File: src/design/hctl_pkg.sv
package hctl_pkg;

  localparam int NUM_SYMBOLS_DEF = 256;
  localparam int MAX_CODE_LEN    = 32;
  localparam int LEN_W           = 6;
  localparam int BITS_W          = 32;
  localparam int SYM_PORT_W      = 8;

  typedef struct packed {
    logic                  key_load;   // lookup word accepted
    logic                  wr_en;      // table write word accepted
    logic                  rd_en;
    logic [SYM_PORT_W-1:0] rd_addr;
    logic                  hold_load;
    logic                  hold_found;
    logic                  out_load;
  } cmd_t;

  typedef struct packed {
    logic hit;
  } status_t;

  // keeps the low len bits, all bits from 32 up
  function automatic logic [BITS_W-1:0] low_mask(input logic [LEN_W-1:0] len);
    logic [BITS_W-1:0] m;
    begin
      if (len >= LEN_W'(BITS_W)) begin
        m = '1;
      end else begin
        m = ~({BITS_W{1'b1}} << len);
      end
      return m;
    end
  endfunction

endpackage

File: src/design/hctl_ctrl.sv
module hctl_ctrl #(
  parameter int NUM_SYMBOLS = hctl_pkg::NUM_SYMBOLS_DEF
) (
  input  logic             clk,
  input  logic             rst,
  input  logic             in_valid,
  output logic             in_ready,
  input  logic             func,
  output logic             out_valid,
  input  logic             out_ready,
  input  hctl_pkg::status_t status,
  output hctl_pkg::cmd_t    cmd
);

  localparam int SYM_W = (NUM_SYMBOLS > 1) ? $clog2(NUM_SYMBOLS) : 1;

  localparam logic [1:0] ST_IDLE   = 2'd0;
  localparam logic [1:0] ST_SCAN   = 2'd1;
  localparam logic [1:0] ST_DRAIN  = 2'd2;
  localparam logic [1:0] ST_RESULT = 2'd3;

  logic [1:0]       state, state_next;
  logic [SYM_W-1:0] cnt, cnt_next;
  logic             cmp_vld;
  logic             out_valid_next;
  logic             accept;
  logic             out_free;

  assign in_ready = (state == ST_IDLE);
  assign accept   = in_valid && in_ready;
  assign out_free = !out_valid || out_ready;

  always_comb begin
    state_next     = state;
    cnt_next       = cnt;
    out_valid_next = out_valid && !out_ready;
    cmd            = '0;
    cmd.rd_addr    = hctl_pkg::SYM_PORT_W'(cnt);
    unique case (state)
      ST_IDLE: begin
        if (accept) begin
          if (func) begin
            cmd.key_load = 1'b1;
            cnt_next     = '0;
            state_next   = ST_SCAN;
          end else begin
            cmd.wr_en = 1'b1;
          end
        end
      end
      ST_SCAN: begin
        cmd.rd_en = 1'b1;
        if (cmp_vld && status.hit) begin
          cmd.hold_load  = 1'b1;
          cmd.hold_found = 1'b1;
          state_next     = ST_RESULT;
        end else if (cnt == SYM_W'(NUM_SYMBOLS - 1)) begin
          state_next = ST_DRAIN;
        end else begin
          cnt_next = cnt + 1'b1;
        end
      end
      ST_DRAIN: begin
        // last entry read comes back here
        cmd.hold_load  = 1'b1;
        cmd.hold_found = status.hit;
        state_next     = ST_RESULT;
      end
      ST_RESULT: begin
        if (out_free) begin
          cmd.out_load   = 1'b1;
          out_valid_next = 1'b1;
          state_next     = ST_IDLE;
        end
      end
      default: state_next = ST_IDLE;
    endcase
  end

  always_ff @(posedge clk) begin
    if (rst) begin
      state     <= ST_IDLE;
      cnt       <= '0;
      cmp_vld   <= 1'b0;
      out_valid <= 1'b0;
    end else begin
      state     <= state_next;
      cnt       <= cnt_next;
      cmp_vld   <= (state == ST_SCAN);
      out_valid <= out_valid_next;
    end
  end

endmodule

File: config.mk
export PLATFORM = sky130hd
export DESIGN_NAME = hctl_ctrl
export DESIGN_NICKNAME = d
export VERILOG_FILES = /design/src/design/hctl_pkg.sv /design/src/design/hctl_ctrl.sv
export SDC_FILE = /design/constraint.sdc
export NUM_CORES = 1
export LEC_CHECK = 0
export ABC_CLOCK_PERIOD_IN_PS = 2200
export BUFFER_PORTS_ARGS = -buffer_cell sky130_fd_sc_hd__buf_4
export CAP_MARGIN = 10
export CORE_ASPECT_RATIO = 1.2
export CORE_MARGIN = 2
export CORE_UTILIZATION = 45
export CTS_CLUSTER_DIAMETER = 120
export DETAILED_ROUTE_END_ITERATION = 16
export HOLD_SLACK_MARGIN = 0.06
export PLACE_DENSITY_LB_ADDON = 0.2
export SYNTH_ARGS = -nofsm -noshare
export SYNTH_HDL_FRONTEND = slang
export SYNTH_SLANG_ARGS = --single-unit
File: constraint.sdc
create_clock -name clk -period 2.2 [get_ports clk]
set_input_delay 0.22 -clock clk [delete_from_list [all_inputs] [get_ports clk]]
set_output_delay 0.22 -clock clk [all_outputs]
set_load 0.02 [all_outputs]
==> results of run 1 <==
## cell families after synthesis
logic type      Yosys count  share of synthesized area, %
buf+inv                   7                          3.54
mux                       1                          1.52
compound gates           27                          29.5
simple gates             35                          24.6
flops                    12                          32.4
fa+ha+maj                 5                          8.43
## critical path: stages (launching register included)
cell and delay, ns:
dfxtp_1 0.33, inv_1 0.09, ha_1 0.32, a31oi_1 0.15, nor2b_1 0.16, and2_1 0.13
buf_4 0.13
## Yosys cell counts
library cell and number:
dfxtp_1 12, nand2_1 8, nand3_1 8, inv_1 7, ha_1 5, nor2_1 5
nor2b_1 3, nor3_1 3, o21ai_0 3, a21boi_0 2, a21oi_1 2, o211ai_1 2
o22a_2 2, o22ai_1 2, o31ai_1 2, a21bo_2 1, a221o_1 1, a221oi_4 1
a22o_1 1, a22oi_1 1, a311oi_1 1, a31oi_1 1, and2_1 1, and2b_1 1
and3_2 1, mux2_2 1, nand2b_1 1, nand4_2 1, nor2_2 1, nor3b_1 1
nor4_1 1, o2111ai_1 1, o21a_1 1, o21ai_1 1, o311ai_0 1, o32ai_1 1
## state kept, by name, summed over array words and instances, names as in the netlist
name,cells
cnt,8
state,2
cmp_vld,1
out_valid,1
## power groups by stage
stage / Sequential (mW) / Clock, mW / Combinational, mW
after global placement: 0.280 / 0 / 0.497
after detailed placement: 0.280 / 0 / 0.496
after CTS: 0.275 / 0.133 / 0.498
after floorplan: 0.284 / 0 / 0.349
final: 0.275 / 0.132 / 0.499
after global routing: 0.280 / 0.148 / 0.550
## path summary, 6_finish.rpt
path	start	to	slack, ns	depth (start not counted)
max	state[1]	cmd[1]	0.40	6
min	rst	out_valid	0.18	2
max reg2reg	cnt[1]	cnt[6]	0.42	5
min reg2reg	cnt[4]	cnt[4]	0.54	2
## layer usage
metal / part of all wire (%) / routed length, um / vias to the layer above / GRT usage (%)
met5: 0 / 0 / - / 0
li1: - / - / 376 / -
met3: 7.0 / 113 / 5 / 5.96
met4: 2.6 / 42 / 0 / 12.2
met1: 42 / 685 / 334 / 22.9
met2: 48 / 772 / 23 / 25.0
## metrics by stage
stage	hold WS [ns]	power [mW]	area, sq um	utilization [%]
2_1_floorplan	0.292	0.634	742	-
3_3_place_gp	0.467	0.776	922	58.3
3_5_place_dp	0.467	0.776	922	58.3
4_1_cts	0.180	0.906	945	59.7
5_1_grt	0.176	0.978	945	59.7
6_report	0.179	0.906	945	59.7
## layout make-up
type	count	area share, %
tap	18	2.38
timing repair buffer	21	16.7
sequential	12	25.4
inverter	7	2.78
clock buffer	3	2.38
multi-input combinational	68	50.3
==> flow_summary_export.csv, run 1 <==
group,metric,value,unit
cts,max-clock-path-buffers,2,
finish,n_fill_cell,156,
global_route,grt_first_pass_wirelength,2490,um
finish,final_layout_size_suffix_gt1_share,28.8,%
floorplanning,die_x,41.1,um
status,status,"complete, no violations",
critical_path,crit_path_start_kind,"flip-flop",
routing,dr.pass1.iters,4,
global_route,grt_pass1_vias,609,
place,port_buffers,21,
timing,max_slew_margin,73.5,%
global_route,grt-ovfl-total,0,
timing,skew,0.00117,ns
pwr,clkPwrFrac,14.6,%
timing,rsz0062_at_grt,"no",
timing,slew_violations,0,
floorplanning,die_area,1990,sq um
floorplanning,coreArea,1580,sq um
synth,ys_seq_area_share,32.4,%
routing,wl,1610,um
timing,post-route-min-period,1.80,ns
cts,cts_tree,"done",
finish,area_delta_synth_final,27.3,%
pwr,power_density,959,nW/um^2
critical_path,crit_arrival,1.58,ns
finish,mostFrequentLayoutCell,"buf_4",
hold_path,hold_class,"in -> reg",
timing,finalHoldViolCount,0,
pwr,power_switching,0.388,mW
finish,multiInputGateArea,475,sq um
cts,ctsHtreeMaxLevel,1,
routing,via_per_inst,5.72,
finish,final-instance-count-excl-fill,129,
cts,postCtsSetupBuffers,0,
pwr,p_int,0.518,mW
floorplanning,pin_count,22,
pwr,p_leak,0.389,nW
synth,synth_area_leader_cell,"dfxtp_1",
cts,cts.repair.resized,0,
finish,diodes,0,
synth,postSynthCellCount,87,
timing,period_share,81.9,%
global_route,grt_usage,18.2,%
cts,clkSinkCount,12,
synth,yosys.area.top_type_share,32.4,%
global_route,antenna_found_initial,0,
place,dp_cells,126,
timing,worst_pin_slew,0.395,ns
synth,synth_cell_types,36,
routing,ant_nets,0,
cts,root_buffer,"clkbuf_4",
critical_path,end_kind,"output pin",
pwr,p_comb_share,55.1,%
cts,worstSkewPairLatency,0.27,ns
place,routabilityCongestion,0.820,
routing,dr.first_iter.drc_count,8,
critical_path,critPathMaxFanout,9,
routing,vias,738,
cts,path_clk_slew,0.07,ns
global_route,grt_max_degree,10,
floorplanning,fp.dieH,48.5,um
timing,fmax,555,MHz
routing,routedWlPerCell,12.5,um
critical_path,critPathKind,"reg -> out",
routing,drc,0,
pwr,p_seq_share,30.4,%
floorplanning,fp-row-count,16,
timing,fin_tns_setup,0,ns
timing,timing.final.ws_setup,0.397,ns
pwr,switching_share,42.9,%
cts,cts_made_buffers,3,
pwr,vdd_ir_drop_max,0.479,mV
synth,syn-num-nets,98,
place,hpwl,1280,um
critical_path,cp_data_required_time,1.98,ns
cts,hold_buffers,0,
synth,syn_area_per_cell,8.53,sq um
floorplanning,initial_core_util,46.9,%
synth,synth-seq-cells,12,
finish,mostFrequentLayoutCells,"21 x buf_4, 12 x dfxtp_1, 8 x nand2_1, 8 x nand3_1, 7 x inv_1",
finish,layout.nets,124,
job,max-cap-violations,0,
place,pre_cts_ws,0.454,ns
finish,register_area,240,sq um
synth,ys.warnings.count,0,
timing,finalSetupViolations,0,
synth,ys_top_cells_by_area,"dfxtp_1 32%, ha_1 8.4%, nand3_1 5.4%",
synth,synthesis.area,742,sq um
(Power assumes the default switching activity.)
==> run 2, diff against run 1 <==
--- a/config.mk
+++ b/config.mk
@@ -5,7 +5,7 @@
 export SDC_FILE = /design/constraint.sdc
 export NUM_CORES = 1
 export LEC_CHECK = 0
-export ABC_CLOCK_PERIOD_IN_PS = 2200
+export ABC_CLOCK_PERIOD_IN_PS = 1700
 export BUFFER_PORTS_ARGS = -buffer_cell sky130_fd_sc_hd__buf_4
 export CAP_MARGIN = 10
 export CORE_ASPECT_RATIO = 1.2
==> constraint.sdc (replaced) <==
create_clock -name clk -period 1.7 [get_ports clk]
set_input_delay 0.17 -clock clk [delete_from_list [all_inputs] [get_ports clk]]
set_output_delay 0.17 -clock clk [all_outputs]
set_load 0.02 [all_outputs]
==> flow_summary_export.csv, run 2 (synthesis gave the netlist of run 1 again) <==
group,metric,value,unit
hold_path,hold_class,"in -> reg",
pwr,p_leak,0.425,nW
global_route,grt-ovfl-total,0,
cts,max-clock-path-buffers,2,
routing,wl,1950,um
cts,root_buffer,"clkbuf_4",
finish,layout.nets,129,
routing,vias,785,
cts,cts_tree,"done",
floorplanning,fp-row-count,16,
place,hpwl,1470,um
timing,rsz0062_at_grt,"yes",
timing,finalHoldViolCount,0,
finish,largest_register,"cnt",
cts,path_clk_slew,0.09,ns
cts,worstSkewPairLatency,0.29,ns
critical_path,critPathMaxFanout,3,
timing,period_share,99.5,%
timing,timing.final.ws_setup,0.00923,ns
finish,area_delta_synth_final,38.6,%
timing,fmax,591,MHz
job,max-cap-violations,0,
timing,hold_ws,0.105,ns
timing,worst_pin_slew,0.315,ns
place,port_buffers,21,
global_route,antenna_found_initial,0,
finish,diodes,0,
floorplanning,die_x,41.1,um
critical_path,r2r_slack,0.04,ns
floorplanning,pin_count,22,
routing,dr.first_iter.drc_count,12,
floorplanning,die_area,1990,sq um
place,pre_cts_ws,-0.0317,ns
finish,mostFrequentLayoutCells,"26 x buf_4, 10 x dfxtp_1, 8 x nand2_1, 8 x nand3_1, 7 x inv_1",
critical_path,cp_data_required_time,1.53,ns
timing,skew,0.00672,ns
finish,final_layout_size_suffix_gt1_share,38.5,%
global_route,grt_pass1_vias,698,
status,status,"complete, no violations",
critical_path,end_kind,"output pin",
routing,routedWlPerCell,14.4,um
place,routabilityCongestion,0.812,
timing,post-route-min-period,1.69,ns
floorplanning,fp.dieH,48.5,um
cts,clkSinkCount,12,
routing,via_per_inst,5.81,
cts,cts_made_buffers,3,
routing,drc,0,
critical_path,worstReg2RegEnd,"cnt[6]",
cts,ctsHtreeMaxLevel,1,
critical_path,crit_arrival,1.52,ns
pwr,power_density,1320,nW/um^2
routing,ant_nets,0,
global_route,grt_usage,21.8,%
critical_path,reg2reg_from,"state[1]",
floorplanning,initial_core_util,46.9,%
critical_path,critPathKind,"reg -> out",
routing,dr.pass1.iters,4,
timing,max_slew_margin,79.0,%
critical_path,critical_path.endpoint,"cmd[1]",
timing,fin_tns_setup,0,ns
critical_path,cp-startpoint,"state[1]",
global_route,grt_max_degree,10,
timing,finalSetupViolations,0,
critical_path,reg2regPathDepth,6,
global_route,grt_first_pass_wirelength,3030,um
finish,largest_reg_flops,8,
finish,mostFrequentLayoutCell,"buf_4",
pwr,vdd_ir_drop_max,0.504,mV
finish,reg.largest.list,"cnt: 8 flops, state: 2 flops",
timing,slew_violations,0,
critical_path,crit_path_start_kind,"flip-flop",
floorplanning,coreArea,1580,sq um
finish,fin_util,65.0,%
## run 2: changes by cell type in the layout (fill, tap and decap cells not counted), moves of 2 or more
| cell | change |
|---|---|
| buf_4 | +5 |
| a21boi_0 | -2 |
| ha_1 | -2 |
| dfxtp_1 | -2 |
| a21boi_1 | +2 |
## run 2: how the worst min path moves through the flow
stage,slack [ns],to,from,cells after the start
floorplan,0.24,state[0],rst,1
CTS,0.11,state[0],rst,2
global route,0.11,state[0],rst,2
finish,0.11,state[0],rst,2
global placement,0.42,state[0],rst,2
detailed placement,0.42,out_valid,rst,2
## run 2: timing repair
item	CTS	global route
buffers inserted	0	0
pin swaps	0	1
gates resized for setup	5	4
hold buffers	0	0
setup endpoints to repair	7	8
## run 2: where the power goes
group | leakage [nW] | total (mW) | switching [mW] | internal [mW]
sequential | 0.0983 | 0.368 | 0.0379 | 0.330
clock | 0.0210 | 0.247 | 0.117 | 0.131
combinational | 0.306 | 0.742 | 0.414 | 0.329
## run 2: final cells by class
type                       count  area [sq um]
fill                         145           553
multi-input combinational     68           503
sequential                    12           245
timing repair buffer          26           195
clock buffer                   4          36.3
inverter                       7          26.3
tap                           18          22.5
## run 2: stage by stage
stage	instances	total power, mW	instance area, sq um
6_report	135	1.36	1030
5_1_grt	135	1.44	1030
4_1_cts	135	1.32	1010
3_5_place_dp	131	1.05	966
3_3_place_gp	131	1.04	966
2_1_floorplan	87	0.826	748
## run 2: worst max-delay path: stages (launching register included)
cell,delay (ns)
dfxtp_2,0.34
inv_1,0.13
ha_2,0.30
nor2b_2,0.15
and2_1,0.15
buf_4,0.15
## run 2: per-layer routing
metal	GRT usage (%)	up-vias	part of all wire (%)
li1	-	388	-
met1	26.2	365	41
met2	35.2	27	51
met3	4.13	5	5.8
met4	10.0	0	1.9
met5	0	-	0
